[src/hdl/cfc_pkg.sv]
// ----------------------------------------------------------------------------
// cfc_pkg
// Shared constants, types and the CRC-16 byte update for the command frame
// CRC-16 framer.
// ----------------------------------------------------------------------------
package cfc_pkg;

  localparam int unsigned HEADER_BYTES_DEF = 4;

  localparam logic [15:0] CRC_START = 16'hFFFF;
  localparam logic [15:0] CRC_POLY  = 16'hA001;

  localparam int unsigned MAX_RESULTS = 3;

  // operation codes
  localparam logic OP_TX = 1'b0;
  localparam logic OP_RX = 1'b1;

  // result bundle produced for one input beat
  typedef struct packed {
    logic [MAX_RESULTS-1:0][7:0] bytes;  // emitted in order from index 0
    logic [1:0]                  count;  // number of results, 1 or 3
    logic                        last;   // final result closes the frame
    logic                        ok;     // crc_ok on the final result
  } res_t;

  // reflected crc-16, one byte, lsb first
  function automatic logic [15:0] crc16_feed(logic [15:0] crc, logic [7:0] b);
    logic [15:0] c;
    c = crc ^ {8'h00, b};
    for (int k = 0; k < 8; k++) begin
      c = c[0] ? ((c >> 1) ^ CRC_POLY) : (c >> 1);
    end
    return c;
  endfunction

endpackage

[src/hdl/cfc_in_if.sv]
// ----------------------------------------------------------------------------
// cfc_in_if
// Input channel: frame bytes with last mark and operation.
// ----------------------------------------------------------------------------
interface cfc_in_if;
  logic       valid;
  logic       ready;
  logic [7:0] data_byte;
  logic       last_byte;
  logic       operation;

  modport source (output valid, data_byte, last_byte, operation, input ready);
  modport sink   (input valid, data_byte, last_byte, operation, output ready);
endinterface

[src/hdl/cfc_out_if.sv]
// ----------------------------------------------------------------------------
// cfc_out_if
// Output channel: frame bytes, appended crc bytes and check status.
// ----------------------------------------------------------------------------
interface cfc_out_if;
  logic       valid;
  logic       ready;
  logic [7:0] out_byte;
  logic       out_last;
  logic       crc_ok;

  modport source (output valid, out_byte, out_last, crc_ok, input ready);
  modport sink   (input valid, out_byte, out_last, crc_ok, output ready);
endinterface

[src/hdl/command_frame_crc16_framer.sv]
// ----------------------------------------------------------------------------
// command_frame_crc16_framer
// Passes command frame bytes through and appends or checks a reflected
// CRC-16 (poly 0xA001, start 0xFFFF) over the bytes after the header.
// ----------------------------------------------------------------------------
// Usage:
//   in_i carries one frame byte per beat with last_byte on the final byte and
//   operation selecting transmit (append crc) or receive (check crc).
//   out_o carries the bytes back out; a transmit frame longer than the header
//   gets two more beats, crc low byte then high byte. On a receive frame the
//   final beat reports crc_ok.
//   A beat accepted on in_i passes the input register and then the result
//   register before it shows on out_o.
//   Throughput: one beat per cycle while out_o is ready; a transmit final byte
//   with crc occupies the result register for three output beats, set by the
//   single result register draining one byte per cycle.
//   Reset clears the frame state (crc to 0xFFFF, position and held bytes to
//   zero) and empties both registers. When out_o stalls, results hold in the
//   result register, one more beat waits in the input register, and in_i
//   ready then drops.
// ----------------------------------------------------------------------------
module command_frame_crc16_framer import cfc_pkg::*; #(
  parameter int unsigned HEADER_BYTES = HEADER_BYTES_DEF
) (
  input  logic      clk_i,
  input  logic      rst_ni,
  cfc_in_if.sink    in_i,
  cfc_out_if.source out_o
);

  logic res_valid;
  logic buf_free;
  res_t res;

  cfc_core #(
    .HEADER_BYTES(HEADER_BYTES)
  ) u_core (
    .clk_i       (clk_i),
    .rst_ni      (rst_ni),
    .in_i        (in_i),
    .buf_free_i  (buf_free),
    .res_valid_o (res_valid),
    .res_o       (res)
  );

  cfc_out_seq u_out_seq (
    .clk_i        (clk_i),
    .rst_ni       (rst_ni),
    .load_valid_i (res_valid),
    .load_i       (res),
    .free_o       (buf_free),
    .out_o        (out_o)
  );

endmodule

[src/hdl/cfc_core.sv]
// ----------------------------------------------------------------------------
// cfc_core
// Input register, frame state (crc, position, held bytes) and the single
// pass logic that turns one registered beat into its result bundle.
// ----------------------------------------------------------------------------
module cfc_core import cfc_pkg::*; #(
  parameter int unsigned HEADER_BYTES = HEADER_BYTES_DEF
) (
  input  logic     clk_i,
  input  logic     rst_ni,
  cfc_in_if.sink   in_i,
  input  logic     buf_free_i,
  output logic     res_valid_o,
  output res_t     res_o
);

  localparam int unsigned PosLimit = HEADER_BYTES + 2;
  localparam int unsigned PosW     = $clog2(PosLimit + 1);

  localparam logic [PosW-1:0] PosHdr = PosW'(HEADER_BYTES);
  localparam logic [PosW-1:0] PosMax = PosW'(PosLimit);

  // input register
  logic       a_valid_q;
  logic [7:0] a_byte_q;
  logic       a_last_q;
  logic       a_op_q;

  // frame state
  logic [15:0]     crc_q, crc_d;
  logic [PosW-1:0] pos_q, pos_d;
  logic [7:0]      held0_q, held0_d, held1_q, held1_d;

  logic        advance;
  logic        feed_en;
  logic [7:0]  feed_byte;
  logic [15:0] crc_fed;
  logic        past_hdr;

  assign advance    = a_valid_q && buf_free_i;
  assign in_i.ready = !a_valid_q || buf_free_i;

  assign past_hdr  = (pos_q >= PosHdr);
  // receive bytes enter the crc two beats late so the trailing crc stays out
  assign feed_byte = (a_op_q == OP_RX) ? held0_q : a_byte_q;
  assign feed_en   = (a_op_q == OP_RX) ? (pos_q >= PosMax) : past_hdr;
  assign crc_fed   = feed_en ? crc16_feed(crc_q, feed_byte) : crc_q;

  always_comb begin
    res_o       = '0;
    res_o.bytes[0] = a_byte_q;
    res_o.count = 2'd1;
    crc_d   = crc_fed;
    pos_d   = (pos_q < PosMax) ? pos_q + 1'b1 : pos_q;
    held0_d = held1_q;
    held1_d = a_byte_q;
    if (a_last_q) begin
      res_o.last = 1'b1;
      if (a_op_q == OP_TX) begin
        if (past_hdr) begin
          res_o.bytes[1] = crc_fed[7:0];
          res_o.bytes[2] = crc_fed[15:8];
          res_o.count    = 2'd3;
        end
      end else begin
        if (pos_q < PosHdr) begin
          res_o.ok = 1'b1;
        end else if (pos_q == PosHdr) begin
          res_o.ok = 1'b0;
        end else begin
          res_o.ok = ({a_byte_q, held1_q} == crc_fed);
        end
      end
      crc_d   = CRC_START;
      pos_d   = '0;
      held0_d = '0;
      held1_d = '0;
    end
  end

  assign res_valid_o = a_valid_q;

  always_ff @(posedge clk_i or negedge rst_ni) begin
    if (!rst_ni) begin
      a_valid_q <= 1'b0;
      crc_q     <= CRC_START;
      pos_q     <= '0;
      held0_q   <= '0;
      held1_q   <= '0;
    end else begin
      if (in_i.ready) begin
        a_valid_q <= in_i.valid;
      end
      if (advance) begin
        crc_q   <= crc_d;
        pos_q   <= pos_d;
        held0_q <= held0_d;
        held1_q <= held1_d;
      end
    end
  end

  always_ff @(posedge clk_i) begin
    if (in_i.ready && in_i.valid) begin
      a_byte_q <= in_i.data_byte;
      a_last_q <= in_i.last_byte;
      a_op_q   <= in_i.operation;
    end
  end

endmodule

[src/hdl/cfc_out_seq.sv]
// ----------------------------------------------------------------------------
// cfc_out_seq
// Result register: holds one result bundle and hands its beats out one per
// cycle on the output channel while the channel is ready.
// ----------------------------------------------------------------------------
module cfc_out_seq import cfc_pkg::*; (
  input  logic      clk_i,
  input  logic      rst_ni,
  input  logic      load_valid_i,
  input  res_t      load_i,
  output logic      free_o,
  cfc_out_if.source out_o
);

  res_t       res_q;
  logic [1:0] rem_q, rem_d;
  logic [1:0] idx_q, idx_d;
  logic       fire;
  logic       load;

  assign fire   = out_o.valid && out_o.ready;
  // free next cycle if empty or the final beat leaves now
  assign free_o = (rem_q == 2'd0) || ((rem_q == 2'd1) && out_o.ready);
  assign load   = load_valid_i && free_o;

  assign out_o.valid    = (rem_q != 2'd0);
  assign out_o.out_byte = res_q.bytes[idx_q];
  assign out_o.out_last = res_q.last && (rem_q == 2'd1);
  assign out_o.crc_ok   = res_q.ok && (rem_q == 2'd1);

  always_comb begin
    rem_d = rem_q;
    idx_d = idx_q;
    if (load) begin
      rem_d = load_i.count;
      idx_d = '0;
    end else if (fire) begin
      rem_d = rem_q - 1'b1;
      idx_d = idx_q + 1'b1;
    end
  end

  always_ff @(posedge clk_i or negedge rst_ni) begin
    if (!rst_ni) begin
      rem_q <= '0;
      idx_q <= '0;
    end else begin
      rem_q <= rem_d;
      idx_q <= idx_d;
    end
  end

  always_ff @(posedge clk_i) begin
    if (load) begin
      res_q <= load_i;
    end
  end

endmodule
[src/flat_wrapper.sv]
// flat-port wrapper written by rule: the top's interface ports become plain ports
module command_frame_crc16_framer_flat import cfc_pkg::*;
#(
  parameter int unsigned HEADER_BYTES = HEADER_BYTES_DEF
)
  (clk_i, rst_ni, in_i_valid, in_i_data_byte, in_i_last_byte, in_i_operation, in_i_ready, out_o_valid, out_o_out_byte, out_o_out_last, out_o_crc_ok, out_o_ready);
  cfc_in_if in_i_i ();
  cfc_out_if out_o_i ();
  input  logic clk_i;
  input  logic rst_ni;
  input wire logic [$bits(in_i_i.valid)-1:0] in_i_valid;
  input wire logic [$bits(in_i_i.data_byte)-1:0] in_i_data_byte;
  input wire logic [$bits(in_i_i.last_byte)-1:0] in_i_last_byte;
  input wire logic [$bits(in_i_i.operation)-1:0] in_i_operation;
  output wire logic [$bits(in_i_i.ready)-1:0] in_i_ready;
  output wire logic [$bits(out_o_i.valid)-1:0] out_o_valid;
  output wire logic [$bits(out_o_i.out_byte)-1:0] out_o_out_byte;
  output wire logic [$bits(out_o_i.out_last)-1:0] out_o_out_last;
  output wire logic [$bits(out_o_i.crc_ok)-1:0] out_o_crc_ok;
  input wire logic [$bits(out_o_i.ready)-1:0] out_o_ready;
  assign in_i_i.valid = in_i_valid;
  assign in_i_i.data_byte = in_i_data_byte;
  assign in_i_i.last_byte = in_i_last_byte;
  assign in_i_i.operation = in_i_operation;
  assign in_i_ready = in_i_i.ready;
  assign out_o_valid = out_o_i.valid;
  assign out_o_out_byte = out_o_i.out_byte;
  assign out_o_out_last = out_o_i.out_last;
  assign out_o_crc_ok = out_o_i.crc_ok;
  assign out_o_i.ready = out_o_ready;
  command_frame_crc16_framer #(.HEADER_BYTES(HEADER_BYTES)) u_core (.clk_i(clk_i), .rst_ni(rst_ni), .in_i(in_i_i), .out_o(out_o_i));
endmodule
[config.mk]
export PLATFORM = sky130hd
export DESIGN_NAME = command_frame_crc16_framer_flat
export DESIGN_NICKNAME = d
export VERILOG_FILES = /design/src/hdl/cfc_pkg.sv /design/src/hdl/cfc_in_if.sv /design/src/hdl/cfc_out_if.sv /design/src/hdl/command_frame_crc16_framer.sv /design/src/hdl/cfc_core.sv /design/src/hdl/cfc_out_seq.sv /design/src/flat_wrapper.sv
export SDC_FILE = /design/constraint.sdc
export NUM_CORES = 1
export LEC_CHECK = 0
export BUFFER_PORTS_ARGS = -buffer_cell sky130_fd_sc_hd__buf_2
export CORE_UTILIZATION = 55
export CTS_BUF_LIST = sky130_fd_sc_hd__clkbuf_2
export CTS_CLUSTER_DIAMETER = 200
export DETAILED_ROUTE_END_ITERATION = 7
export GPL_TIMING_DRIVEN = 0
export PLACE_DENSITY_LB_ADDON = 0.12
export RECOVER_POWER = 50
export SETUP_SLACK_MARGIN = 0.5
export SLEW_MARGIN = 40
export SYNTH_ARGS = -nofsm -noshare
export SYNTH_HDL_FRONTEND = slang
export SYNTH_SLANG_ARGS = --single-unit
[constraint.sdc]
create_clock -name clk_i -period 3 [get_ports clk_i]
set_input_delay 0.15 -clock clk_i [delete_from_list [all_inputs] [get_ports clk_i]]
set_output_delay 0.15 -clock clk_i [all_outputs]
set_load 0.02 [all_outputs]
* After elaboration in Yosys (flattened, before gate mapping) *
Cells that the tools add are included.

word-level totals
  register bits = 76
  bits of input ports = 14
  output and inout port bits = 12

cells by class
  add/subtract/negate cells = 3
  order comparisons = 5
  eq/ne operators = 3
  multiplexer cells = 28
  bitwise operators = 11
  reductions and logical operators = 16

operator list
  operator               number
  $mux W16               10
  $mux W8                4
  $not A2 Y3             8
  $bmux W8 S2            1
  $eq A16 B16 Y1         1
  $xor A16 B8 Y16        1
  $mux W2                6
  $ge A3 B3 Y1 const B   2
  $logic_and A1 B1 Y1    6
  $lt A3 B3 Y1 const B   2
  $mux W3                2
  $reduce_bool A2 Y1     3
  $mux W1                4
  $mux W4                1
  $reduce_and A2 Y1      2
  $add A3 B1 Y3 const B  1
  $eq A3 B3 Y1 const B   1
  $lt A2 B3 Y1 const B   1
  $reduce_or A3 Y1       1
  $add A2 B1 Y2 const B  1
  $eq A2 B1 Y1 const B   1
  $logic_not A2 Y1       1
  $logic_or A1 B1 Y1     2
  $not A1 Y1             2
  2 further kinds        2

* Longest topological paths before layout *
Gate-level depths: netlist (run 1).

  word-level depth = 25
  depth in mapped cells = 11
  mapped depth without buffers = 10

* By module *
A second synthesis (run 1) with hierarchy kept.

unflattened totals
  cells, all modules = 393
  area, all modules = 4083.9 um^2

modules (own cells, without submodules)
  module       times used  cells each  area an instance (um^2)
  cfc_core     1           301         2788.9
  cfc_out_seq  1           92          1295.0

* Least setup slack after synthesis (run 1) *
No wires, ideal clock.

  path kind = register to register
  from = reg u_core.u_core.a_op_q
  to = reg u_core.u_out_seq.res_q[0] (netlist bit), data pin
  arrival = 2412 ps
  required time = 2850 ps
  path slack = 438 ps
  cell stages (with the launch flop) = 10
  clock period less this slack = 2562 ps
  cell sequence = edfxtp_1 -> buf_6 -> mux2i_1 -> xnor2_1 -> xnor2_1 -> xnor3_2 -> and4b_1 -> o41ai_2 -> a21oi_1 -> nor3_2

between the ends
  cells in the longest elaborated chain, start to end = 16
  elaborated cells on any way between the ends = 24

RTL lines
  item                                                  line               text
  start: declaration                                    cfc_core.sv:27     logic a_op_q;
  start signal: assignment                              cfc_core.sv:107    a_op_q <= in_i.operation;
  $mux W8                                               cfc_core.sv:45     assign feed_byte = (a_op_q == OP_RX) ? held0_q : a_byte_q;
  $xor A16 B8 Y16                                       cfc_pkg.sv:30      c = crc ^ {8'h00, b};
  $mux W16 or $not A2 Y3 (tied branches) (3 in series)  -
  $not A2 Y3 (no line) or $mux W16 (tied branches)      -
  $mux W16 or $not A2 Y3 (tied branches) (3 in series)  -
  $not A2 Y3 (no line) or $mux W16 (tied branches)      -
  $mux W16 or $not A2 Y3 (tied branches)                -
  $mux W16                                              cfc_pkg.sv:32      c = c[0] ? ((c >> 1) ^ CRC_POLY) : (c >> 1);
  $mux W16                                              cfc_core.sv:47     assign crc_fed = feed_en ? crc16_feed(crc_q, feed_byte) : crc_q;
  $eq A16 B16 Y1                                        cfc_core.sv:71     res_o.ok = ({a_byte_q, held1_q} == crc_fed);
  $mux W1                                               cfc_core.sv:68     end else if (pos_q == PosHdr) begin
  $mux W1                                               cfc_core.sv:66     if (pos_q < PosHdr) begin
  end signal: assignment                                cfc_out_seq.sv:55  res_q <= load_i;
  end: declaration                                      cfc_out_seq.sv:15  res_t res_q;

Several ways; a longest one is shown, not always the timed one.
A chain may end at the register's enable or synchronous reset.

* Worst setup path in the final report (run 1) *
Same ends and word-level chain as after synthesis.

==> metrics.csv, run 1 <==
metric,value,unit
post_route_cells_drive_above_1_share,0.2214,
async_flop_share,0.5263,
dp.final_hpwl,5.686,mm
synth_top_area_share,0.2800,
achievable-frequency,0.3591,GHz
violations,"max-capacitance violations, max-slew violations",
layout.area.seq,2102,um2
grt_remaining_overflow,0,
setup-violations-final,0,
final.min_clock_period,2.785,ns
met1_usage,0.3364,
timing.setup.critical_path_class,reg2reg,
clockBufferDepth,2,
grt_use_met3,0.04331,
syn_area_per_cell,11.03,um2
max-slew-margin-rel,-0.5051,
max-vdd-ir-drop,0.4832,mV
report.final.slew_viol_count,41,
ant_nets,0,
postSynthRegisterBits,76,
crit_path_start_kind,flip-flop,
min_delay_path_depth,2,
grt_setup_unrepaired,yes,
crit_end,u_core.u_out_seq.res_q[0]$_SDFFCE_PN0P_,
rrSetupSlack,0.22,ns
leakagePower,1.853,nW
yosys.cell_types.count,47,
setup.worst_path.end_class,flip-flop,
fin_crit_sh,0.9283,
synth_cells,350,
nFillCells,545,
drtIter0Drc,200,
first_global_vias,2647,
r2r_end,u_core.u_out_seq.res_q[0]$_SDFFCE_PN0P_,
io-pin-count,26,
antenna_found_initial,0,
result_of_the_run,"finished, violations left",
grt_start_max_net_pins,41,
first_pass_iters,4,
syn_nets,368,
maxCapViolations,1,
timing.clock.skew,0.03174,ns
power.density_cell_area,1063,nW/um2
synthDominantAreaCellType,sky130_fd_sc_hd__edfxtp_1,
setup.worst_path.start,u_core.u_core.a_op_q$_DFFE_PP_,
clock-root-buffer,sky130_fd_sc_hd__clkbuf_2,
n_antenna_cell,0,
grt_use_met2,0.3782,
multiInputGateArea,1773,um2
reg2reg_depth,10,
postSynth.topFlopCell,sky130_fd_sc_hd__edfxtp_1,
die_height,85.79,um
holdCritPathClass,in2reg,
num_vias,2756,
path_clk_slew,0.20,ns
number_of_synthesized_flops_with_an_enable_pin,36,
maximum_level_of_the_cts_h_tree,3,
design.core.area,6794,um2
arrival,3.18,ns
grt_first_pass_wirelength,13.14,mm
gp_congestion,0.8571,
synth.top_cells.by_area,"sky130_fd_sc_hd__edfxtp_1, sky130_fd_sc_hd__dfrtp_1, sky130_fd_sc_hd__dfstp_2",
rr_startpoint,u_core.u_core.a_op_q$_DFFE_PP_,
worstPathMaxFanout,3,
post_drt_via_cell_ratio,5.341,
tritoncts_clock_tree,done,
design_area,4557,um2
critPathRequiredTime,3.40,ns
worst_skew_pair.late_latency,0.55,ns
place_area,4116,um2
tightestPinTransition,2.258,ns
areaGrowthSynthToFinish,18.02,%
count_leader_synth,sky130_fd_sc_hd__nand2_1,
buffer_ports.inserted,25,
drt-total-wl,8.377,mm
avgRoutedWirePerCell,16.23,um
die_width,85.79,um
synth-warning-count,0,
gr-max-usage-layer,met2,
tritoncts_num_sinks,76,
setup_total_negative_slack,0,ns
cts_inserted_buffers,9,
yosysSeqAreaShare,0.5444,
fp.dieArea,7359,um2
drc,0,
initial_core_util,0.5683,
syn_area,3861,um2
synth.cells.most_frequent,"sky130_fd_sc_hd__nand2_1, sky130_fd_sc_hd__edfxtp_1, sky130_fd_sc_hd__nor2_1, sky130_fd_sc_hd__o21ai_0",
final_nets,433,
num_rows,30,
timing.final.hold_violations,0,
grtUsageTotal,0.2433,
==> state kept, by name, indices dropped and copies added, names as in the netlist <==
signal and count:
u_core.u_core.res_valid_o 1, u_core.u_out_seq.res_q 26, u_core.u_out_seq.rem_q 2, u_core.u_core.pos_q 3, u_core.u_core.held0_q 8, u_core.u_out_seq.idx_q 2
u_core.u_core.a_byte_q 8, u_core.u_core.held1_q 8, u_core.u_core.a_last_q 1, u_core.u_core.a_op_q 1, u_core.u_core.crc_q 16
==> where the power goes <==
| part | total [mW] | internal, mW | switching [mW] | leakage [nW] |
|---|---|---|---|---|
| Clock | 0.460 | 0.103 | 0.356 | 0.0528 |
| Combinational | 2.56 | 1.12 | 1.44 | 0.973 |
| Sequential | 1.82 | 1.54 | 0.285 | 0.827 |
==> worst min-delay path by stage <==
stage / start / end
finish: in_i_last_byte / u_core.u_core.a_last_q$_DFFE_PP_
global route: in_i_data_byte[4] / u_core.u_core.a_byte_q[4]$_DFFE_PP_
detailed placement: rst_ni / u_core.u_core.held0_q[4]$_DFFE_PN0P_
global placement: in_i_data_byte[1] / u_core.u_core.a_byte_q[1]$_DFFE_PP_
CTS: rst_ni / u_core.u_core.held0_q[4]$_DFFE_PN0P_
floorplan: rst_ni / u_core.u_core.held0_q[0]$_DFFE_PN0P_
==> layout make-up <==
type                            count  area share
Sequential cell                    76      0.4613
Tap cell                           96     0.02636
Clock inverter                      6    0.007139
Buffer                             16     0.01538
Timing Repair Buffer               54     0.08072
Clock buffer                       10     0.01098
Inverter                           11    0.009061
Multi-Input combinational cell    247      0.3891
==> placed cells by master, fill, tap and decap left out, types with 12 or more instances in the layout <==
master	count
sky130_fd_sc_hd__a21oi_1	14
sky130_fd_sc_hd__buf_2	21
sky130_fd_sc_hd__buf_4	12
sky130_fd_sc_hd__clkbuf_1	19
sky130_fd_sc_hd__dfrtp_1	24
sky130_fd_sc_hd__dfstp_2	16
sky130_fd_sc_hd__dlygate4sd3_1	14
sky130_fd_sc_hd__edfxtp_1	36
sky130_fd_sc_hd__mux2i_1	13
sky130_fd_sc_hd__nand2_1	50
sky130_fd_sc_hd__nor2_1	28
sky130_fd_sc_hd__o21ai_0	27
sky130_fd_sc_hd__xor2_1	24
==> per-stage QoR <==
step | power [mW] | setup WS (ns) | hold slack [ns] | std cells | utilization
after global routing | 5.135 | 0.1063 | 0.3021 | 516 | 0.6707
after floorplan | 3.433 | 0.4836 | -0.1456 | 350 | -
after global placement | 3.956 | 0.1042 | 0.3260 | 471 | 0.6055
final | 4.842 | 0.2150 | 0.3115 | 516 | 0.6707
after detailed placement | 3.999 | 0.1159 | 0.1760 | 471 | 0.6059
after CTS | 4.711 | 0.2245 | 0.1237 | 511 | 0.6584
==> per-layer routing <==
layer  part of all wire  vias up
met4              0.018        0
met5                  0        -
li1                   -     1355
met2               0.47       59
met3              0.040       14
met1               0.47     1328
==> cells by family (layout without fill, tap and decap cells) <==
kind of cell | count (synthesis) | in the layout | synth area share
AO/OA/AOI/OAI | 67 | 67 | 0.1076
XOR/XNOR | 45 | 45 | 0.1202
adder cells (fa/ha/maj) | 4 | 4 | 0.01296
buffers and inverters | 27 | 97 | 0.02851
flip-flops | 76 | 76 | 0.5444
multiplexers | 23 | 23 | 0.06092
AND/OR/NAND/NOR | 108 | 108 | 0.1254
==> critical path: stages (launching register included) <==
cell,delay (ns)
sky130_fd_sc_hd__edfxtp_1,0.48
sky130_fd_sc_hd__buf_4,0.18
sky130_fd_sc_hd__mux2i_4,0.18
sky130_fd_sc_hd__xnor2_1,0.28
sky130_fd_sc_hd__buf_4,0.20
sky130_fd_sc_hd__xor2_1,0.08
sky130_fd_sc_hd__or3_1,0.36
sky130_fd_sc_hd__a211o_1,0.30
sky130_fd_sc_hd__o41ai_2,0.36
sky130_fd_sc_hd__a21oi_2,0.12
sky130_fd_sc_hd__nor3_2,0.11
==> timing repair <==
item / CTS / global route
pin swaps: 9 / 5
hold buffers: 14 / 0
setup endpoints to repair: 5 / 26
gates cloned: 0 / 0
hold endpoints to repair: 52 / 0
resized for setup: 10 / 15
buffers inserted: 10 / 5
No activity file was read; power rests on OpenSTA's default activity.
==> run 2: changes to the inputs <==
- PLACE_DENSITY_LB_ADDON: 0.12 -> 0.2
- RECOVER_POWER: 50 -> 100
==> run 2 against run 1 <==
The run still ends with max-capacitance violations, max-slew violations left. Clock skew down 0.014 ns. Critical endpoint unchanged. First-iteration DRC count up 16%. Clock power down 2%. Hold slack better by 0.013 ns. Global-route usage up 0.97 points. Largest cell class unchanged. Via count up 4.0%.
==> metrics.csv, run 2 (synthesized netlist as in run 1, its figures left out) <==
metric,value,unit,change
result_of_the_run,"finished, violations left",,unchanged
violations,"max-capacitance violations, max-slew violations",,unchanged
cts_inserted_buffers,9,,unchanged
n_antenna_cell,0,,unchanged
post_drt_via_cell_ratio,5.533,,was 5.341
num_vias,2866,,was 2756
power_frac_comb,0.534,,was 0.529
arrival,3.10,ns,was 3.18 ns
achievable-frequency,0.3567,GHz,was 0.3591 GHz
timing.clock.skew,0.01739,ns,was 0.03174 ns
grtUsageTotal,0.2529,,was 0.2433
reg_top3,"u_core.u_out_seq.res_q: 26 flops, u_core.u_core.crc_q: 16 flops",,unchanged
crit_path_start_kind,flip-flop,,unchanged
tritoncts_num_sinks,76,,unchanged
largest-register,u_core.u_out_seq.res_q,,unchanged
power.density_cell_area,1066,nW/um2,was 1063 nW/um2
io-pin-count,26,,unchanged
fin_crit_sh,0.9346,,was 0.9283
path_clk_slew,0.19,ns,was 0.20 ns
drt-total-wl,8.709,mm,was 8.377 mm
grt_first_pass_wirelength,13.65,mm,was 13.14 mm
dp.final_hpwl,5.843,mm,was 5.686 mm
largest_register_ff_count,26,,unchanged
internal-power,2.778,mW,was 2.763 mW
drtIter0Drc,232,,was 200
grt_remaining_overflow,0,,unchanged
nFillCells,551,,was 545
buffer_ports.inserted,25,,unchanged
num_rows,30,,unchanged
power_switching_share,0.4295,,was 0.4294
ant_nets,0,,unchanged
layout.area.seq,2103,um2,was 2102 um2
die_height,85.79,um,unchanged
avgRoutedWirePerCell,16.81,um,was 16.23 um
worstPathMaxFanout,8,,was 3
placement.setup.worst_slack,0.1505,ns,was 0.1159 ns
rrSetupSlack,0.20,ns,was 0.22 ns
rr_startpoint,u_core.u_core.a_op_q$_DFFE_PP_,,unchanged
antenna_found_initial,0,,unchanged
clock-root-buffer,sky130_fd_sc_hd__clkbuf_2,,unchanged
maximum_level_of_the_cts_h_tree,3,,unchanged
tritoncts_clock_tree,done,,unchanged
areaGrowthSynthToFinish,18.31,%,was 18.02%
initial_core_util,0.5683,,unchanged
final.min_clock_period,2.804,ns,was 2.785 ns
grt_setup_unrepaired,yes,,unchanged
timing.final.hold_violations,0,,unchanged
p_seq_frac,0.374,,was 0.376
switching_power,2.091,mW,was 2.079 mW
first_global_vias,2781,,was 2647
timing.setup.critical_path_class,reg2reg,,unchanged
clock_power_share,0.092,,was 0.095
maxCapViolations,1,,unchanged
mostFrequentLayoutCells,"sky130_fd_sc_hd__nand2_1, sky130_fd_sc_hd__edfxtp_1, sky130_fd_sc_hd__nor2_1",,unchanged
r2r_end,u_core.u_out_seq.res_q[0]$_SDFFCE_PN0P_,,unchanged
report.final.slew_viol_count,41,,unchanged
final_nets,435,,was 433
gp_congestion,0.8920,,was 0.8571
die_width,85.79,um,unchanged
max-slew-margin-rel,-0.4773,,was -0.5051
fp.dieArea,7359,um2,unchanged
tightestPinTransition,2.216,ns,was 2.258 ns
setup_total_negative_slack,0,ns,unchanged
setup-violations-final,0,,unchanged
first_pass_iters,6,,was 4
setup.worst_path.end_class,flip-flop,,unchanged
reg2reg_depth,10,,unchanged
multiInputGateArea,1769,um2,was 1773 um2
drc,0,,unchanged
grt_start_max_net_pins,41,,unchanged
leakagePower,1.855,nW,was 1.853 nW
critPathRequiredTime,3.30,ns,was 3.40 ns
setup.worst_path.start,u_core.u_core.a_op_q$_DFFE_PP_,,unchanged
worst_skew_pair.late_latency,0.53,ns,was 0.55 ns
crit_end,u_core.u_out_seq.res_q[0]$_SDFFCE_PN0P_,,unchanged
clockBufferDepth,2,,unchanged
holdCritPathClass,in2reg,,unchanged
post_route_cells_drive_above_1_share,0.1967,,was 0.2214
design.core.area,6794,um2,unchanged
leading_cell_type_in_the_layout_fill_and_taps_excluded,sky130_fd_sc_hd__nand2_1,,unchanged
postLayoutSetupSlackWorst,0.1962,ns,was 0.2150 ns
max-vdd-ir-drop,0.6024,mV,was 0.4832 mV
==> run 2: changes by cell type in the layout (fill, tap and decap cells not counted), moves of 2 or more <==
cell,delta
sky130_fd_sc_hd__clkinv_2,+4
sky130_fd_sc_hd__mux2i_2,-2
sky130_fd_sc_hd__buf_2,-8
sky130_fd_sc_hd__mux2i_1,+2
sky130_fd_sc_hd__clkinvlp_4,-2
sky130_fd_sc_hd__clkbuf_1,+8
==> run 2: worst max-delay path: stages (launching register included) <==
cell                       delay [ns]
sky130_fd_sc_hd__edfxtp_1        0.50
sky130_fd_sc_hd__buf_6           0.21
sky130_fd_sc_hd__mux2i_4         0.27
sky130_fd_sc_hd__xnor2_2         0.16
sky130_fd_sc_hd__xnor3_1         0.25
sky130_fd_sc_hd__xnor3_1         0.49
sky130_fd_sc_hd__buf_12          0.15
sky130_fd_sc_hd__mux2i_1         0.18
sky130_fd_sc_hd__o221ai_1        0.12
sky130_fd_sc_hd__a21oi_1         0.20
sky130_fd_sc_hd__nor3_2          0.06
==> run 2: per-stage QoR <==
stage | hold slack, ns | util | power (mW) | instances | instance area, um2
4_1_cts | 0.1385 | 0.6624 | 4.762 | 512 | 4501
3_3_place_gp | 0.3264 | 0.6055 | 3.941 | 471 | 4114
6_report | 0.3249 | 0.6724 | 4.869 | 518 | 4568
2_1_floorplan | -0.1456 | - | 3.433 | 350 | 3869
5_1_grt | 0.2917 | 0.6724 | 5.149 | 518 | 4568
3_5_place_dp | 0.1674 | 0.6059 | 4.001 | 471 | 4116
==> run 2: what timing repair did <==
action,4_1_cts,5_1_grt
setup buffers,11,6
pin swaps,8,5
gates resized for setup,11,16
endpoints found under the hold margin,53,0
endpoints found under the setup margin,5,25
hold buffers,14,0
==> run 2: how the worst min path moves through the flow <==
| stage | start | to | cells after the start |
|---|---|---|---|
| floorplan | rst_ni | u_core.u_core.held0_q[0]$_DFFE_PN0P_ | 0 |
| global placement | in_i_data_byte[6] | u_core.u_core.a_byte_q[6]$_DFFE_PP_ | 1 |
| detailed placement | rst_ni | u_core.u_core.held0_q[4]$_DFFE_PN0P_ | 1 |
| CTS | rst_ni | u_core.u_core.held0_q[4]$_DFFE_PN0P_ | 2 |
| global route | in_i_data_byte[4] | u_core.u_core.a_byte_q[4]$_DFFE_PP_ | 2 |
| finish | in_i_data_byte[4] | u_core.u_core.a_byte_q[4]$_DFFE_PP_ | 2 |
==> run 2: layout make-up <==
| type | instances | share of cell area |
|---|---|---|
| flip-flops and latches | 76 | 0.4604 |
| inverters | 11 | 0.009039 |
| well taps | 96 | 0.02629 |
| repair buffers | 56 | 0.08436 |
| clock buffers | 9 | 0.009860 |
| plain buffers | 16 | 0.01534 |
| multi-input cells | 247 | 0.3873 |
| clock inverters | 7 | 0.007395 |
==> run 2: power by group through the flow <==
stage | logic (mW) | clock network [mW] | registers [mW]
2_1_floorplan | 1.69 | 0 | 1.74
3_3_place_gp | 2.13 | 0 | 1.81
3_5_place_dp | 2.18 | 0 | 1.83
4_1_cts | 2.51 | 0.451 | 1.80
5_1_grt | 2.80 | 0.491 | 1.86
6_report | 2.60 | 0.450 | 1.82
==> run 2: per-layer routing <==
layer	vias up	track usage	wire length, um
met1	1377	0.3322	3861
met5	-	0	5
met2	105	0.4175	4191
met4	2	0.1076	224
met3	25	0.04524	426
li1	1357	-	-
==> run 3: changes to the inputs <==
- BUFFER_PORTS_ARGS: -buffer_cell sky130_fd_sc_hd__buf_2 -> -buffer_cell sky130_fd_sc_hd__buf_4
- CTS_BUF_LIST: sky130_fd_sc_hd__clkbuf_2 -> default
==> run 3 against run 2 <==
The run still ends with max-capacitance violations, max-slew violations left. Non-clock buffer count is 1 lower. Critical path depth is 1 lower. Sequential power hardly changed. Routed wire length is 2.2% lower. Critical path type unchanged.
==> metrics.csv, run 3 (synthesized netlist as in run 1, its figures left out) <==
metric,value,unit,change
path_clk_slew,0.07,ns,was 0.19 ns
final_nets,434,,was 435
leakagePower,1.894,nW,was 1.855 nW
arrival,3.00,ns,was 3.10 ns
worstPathMaxFanout,6,,was 8
avgRoutedWirePerCell,16.48,um,was 16.81 um
power.density_cell_area,1077,nW/um2,was 1066 nW/um2
leading_cell_type_in_the_layout_fill_and_taps_excluded,sky130_fd_sc_hd__nand2_1,,unchanged
grt_setup_unrepaired,yes,,unchanged
fin_cells,517,,was 518
timing.critical_path.max_delay_family,XOR/XNOR gates,,unchanged
worst_skew_pair.late_latency,0.36,ns,was 0.53 ns
critPathRequiredTime,3.19,ns,was 3.30 ns
worstHoldStart,out_o_ready,,was in_i_data_byte[4]
report.final.slew_viol_count,41,,unchanged
mostFrequentLayoutCells,"sky130_fd_sc_hd__nand2_1, sky130_fd_sc_hd__edfxtp_1, sky130_fd_sc_hd__clkbuf_1",,"was sky130_fd_sc_hd__nand2_1, sky130_fd_sc_hd__edfxtp_1, sky130_fd_sc_hd__nor2_1"
gp_congestion,0.8838,,was 0.8920
num_vias,2805,,was 2866
timing.setup.critical_path_class,reg2reg,,unchanged
n_antenna_cell,0,,unchanged
grtUsageTotal,0.2538,,was 0.2529
cpMostUsedCell,sky130_fd_sc_hd__xnor2_2,,was sky130_fd_sc_hd__xnor3_1
crit_path_start_kind,flip-flop,,unchanged
power_switching_share,0.4112,,was 0.4295
num_rows,30,,unchanged
grt_first_pass_wirelength,13.68,mm,was 13.65 mm
clockBufferDepth,2,,unchanged
achievable-frequency,0.3569,GHz,was 0.3567 GHz
maximum_level_of_the_cts_h_tree,3,,unchanged
critical_path.n_buffers_inverters,1,,was 2
result_of_the_run,"finished, violations left",,unchanged
first_pass_iters,4,,was 6
tritoncts_clock_tree,done,,unchanged
timing.final.hold_violations,0,,unchanged
setup.worst_path.start,u_core.u_core.a_op_q$_DFFE_PP_,,unchanged
clock_power_share,0.147,,was 0.092
largest_register_ff_count,26,,unchanged
drtIter0Drc,220,,was 232
areaGrowthSynthToFinish,21.74,%,was 18.31%
largest-register,u_core.u_out_seq.res_q,,unchanged
placedCellCount,471,,unchanged
setup-violations-final,0,,unchanged
rr_startpoint,u_core.u_core.a_op_q$_DFFE_PP_,,unchanged
drc,0,,unchanged
fp.dieArea,7359,um2,unchanged
tightestPinTransition,2.221,ns,was 2.216 ns
nFillCells,510,,was 551
setup.worst_path.end_class,flip-flop,,unchanged
initial_core_util,0.5683,,unchanged
tritoncts_num_sinks,76,,unchanged
setup_total_negative_slack,0,ns,unchanged
drt-total-wl,8.518,mm,was 8.709 mm
first_global_vias,2749,,was 2781
die_height,85.79,um,unchanged
io-pin-count,26,,unchanged
fin_crit_sh,0.9341,,was 0.9346
die_width,85.79,um,unchanged
power_frac_comb,0.491,,was 0.534
post_drt_via_cell_ratio,5.426,,was 5.533
max-vdd-ir-drop,0.5706,mV,was 0.6024 mV
holdCritPathClass,in2reg,,unchanged
reg_top3,"u_core.u_out_seq.res_q: 26 flops, u_core.u_core.crc_q: 16 flops",,unchanged
met1_usage,0.3286,,was 0.3322
post_route_cells_drive_above_1_share,0.2043,,was 0.1967
violations,"max-capacitance violations, max-slew violations",,unchanged
timing.clock.skew,0.007042,ns,was 0.01739 ns
clock-root-buffer,sky130_fd_sc_hd__clkbuf_8,,was sky130_fd_sc_hd__clkbuf_2
design.core.area,6794,um2,unchanged
gr-max-usage-layer,met2,,unchanged
grt_use_met3,0.04716,,was 0.04524
cpPeakStageDelay,0.52,ns,was 0.50 ns
internal-power,2.981,mW,was 2.778 mW
maxCapViolations,1,,unchanged
final.min_clock_period,2.802,ns,was 2.804 ns
p_seq_frac,0.362,,was 0.374
grt_use_met2,0.4087,,was 0.4175
switching_power,2.082,mW,was 2.091 mW
buffer_ports.inserted,25,,unchanged
grt_remaining_overflow,0,,unchanged
dp.final_hpwl,5.871,mm,was 5.843 mm
antenna_found_initial,0,,unchanged
cts_inserted_buffers,9,,unchanged
ant_nets,0,,unchanged
final_core_util,0.6919,,was 0.6724
crit_chain,buf_6 -> mux2i_4 -> xnor2_2 -> xnor2_2 -> xnor3_2 -> and4b_1 -> o41ai_2 -> a21oi_2 -> nor3_2,,was buf_6 -> mux2i_4 -> xnor2_2 -> xnor3_1 -> xnor3_1 -> buf_12 -> mux2i_1 -> o221ai_1 -> a21oi_1 -> nor3_2
grt_start_max_net_pins,41,,unchanged
max-slew-margin-rel,-0.4804,,was -0.4773
timing.critical_path.slowest_stage_cell,sky130_fd_sc_hd__xnor3_2,,was sky130_fd_sc_hd__edfxtp_1
==> run 3: through the flow <==
step | power, mW | cell area [um2] | setup slack, ns | hold WS, ns
after floorplan | 3.433 | 3869 | 0.4836 | -0.1456
after global placement | 4.009 | 4177 | 0.1213 | 0.1644
after detailed placement | 4.071 | 4177 | 0.1215 | 0.1676
after CTS | 5.058 | 4628 | 0.2444 | 0.1606
after global routing | 5.376 | 4701 | 0.1066 | 0.2135
final | 5.062 | 4701 | 0.1978 | 0.1583
==> run 3: cell type report <==
cell class | instances | area [um2] | share of cell area
Sequential cell | 76 | 2102 | 0.4472
Buffer | 16 | 67.56 | 0.01437
Inverter | 11 | 41.29 | 0.008784
Tap cell | 96 | 120.1 | 0.02555
Timing Repair Buffer | 55 | 397.9 | 0.08464
Clock inverter | 6 | 55.05 | 0.01171
Clock buffer | 10 | 127.6 | 0.02715
Multi-Input combinational cell | 247 | 1789 | 0.3806
==> run 3: layer usage <==
metal | wire, um | vias up
met5 | 0 | -
li1 | - | 1354
met4 | 269 | 0
met1 | 3541 | 1337
met2 | 4164 | 92
met3 | 542 | 22
==> run 3: worst paths after layout <==
path | to | slack [ns] | cells after the start
worst max-delay path | u_core.u_out_seq.res_q[0]$_SDFFCE_PN0P_ | 0.20 | 9
worst min-delay path | u_core.u_core.res_valid_o$_DFFE_PN0N_ | 0.16 | 4
worst max register to register | u_core.u_out_seq.res_q[0]$_SDFFCE_PN0P_ | 0.20 | 9
worst min register to register | u_core.u_core.held0_q[2]$_DFFE_PN0P_ | 0.49 | 2
max in group asynchronous | u_core.u_core.held0_q[2]$_DFFE_PN0P_ | 0.73 | 2
min in group asynchronous | u_core.u_out_seq.idx_q[0]$_DFFE_PN0P_ | 1.01 | 2
==> run 3: repair_timing <==
action,4_1_cts,5_1_grt
hold endpoints to repair,35,0
resized for setup,13,21
pin swaps,7,6
setup buffers,9,8
cloned,1,0
hold buffers,12,0
setup endpoints to repair,12,24
==> run 3: tightest hold or removal path, cell delays in order <==
cell	delay (ns)
sky130_fd_sc_hd__buf_4	0.09
sky130_fd_sc_hd__a21oi_1	0.07
sky130_fd_sc_hd__nand2_1	0.10
sky130_fd_sc_hd__nand2b_1	0.06
==> run 3: power groups by stage <==
stage	combinational (mW)	clock, mW	sequential (mW)
floorplan	1.69	0	1.74
global placement	2.20	0	1.81
detailed placement	2.25	0	1.82
CTS	2.49	0.750	1.82
global route	2.70	0.796	1.88
finish	2.49	0.742	1.83
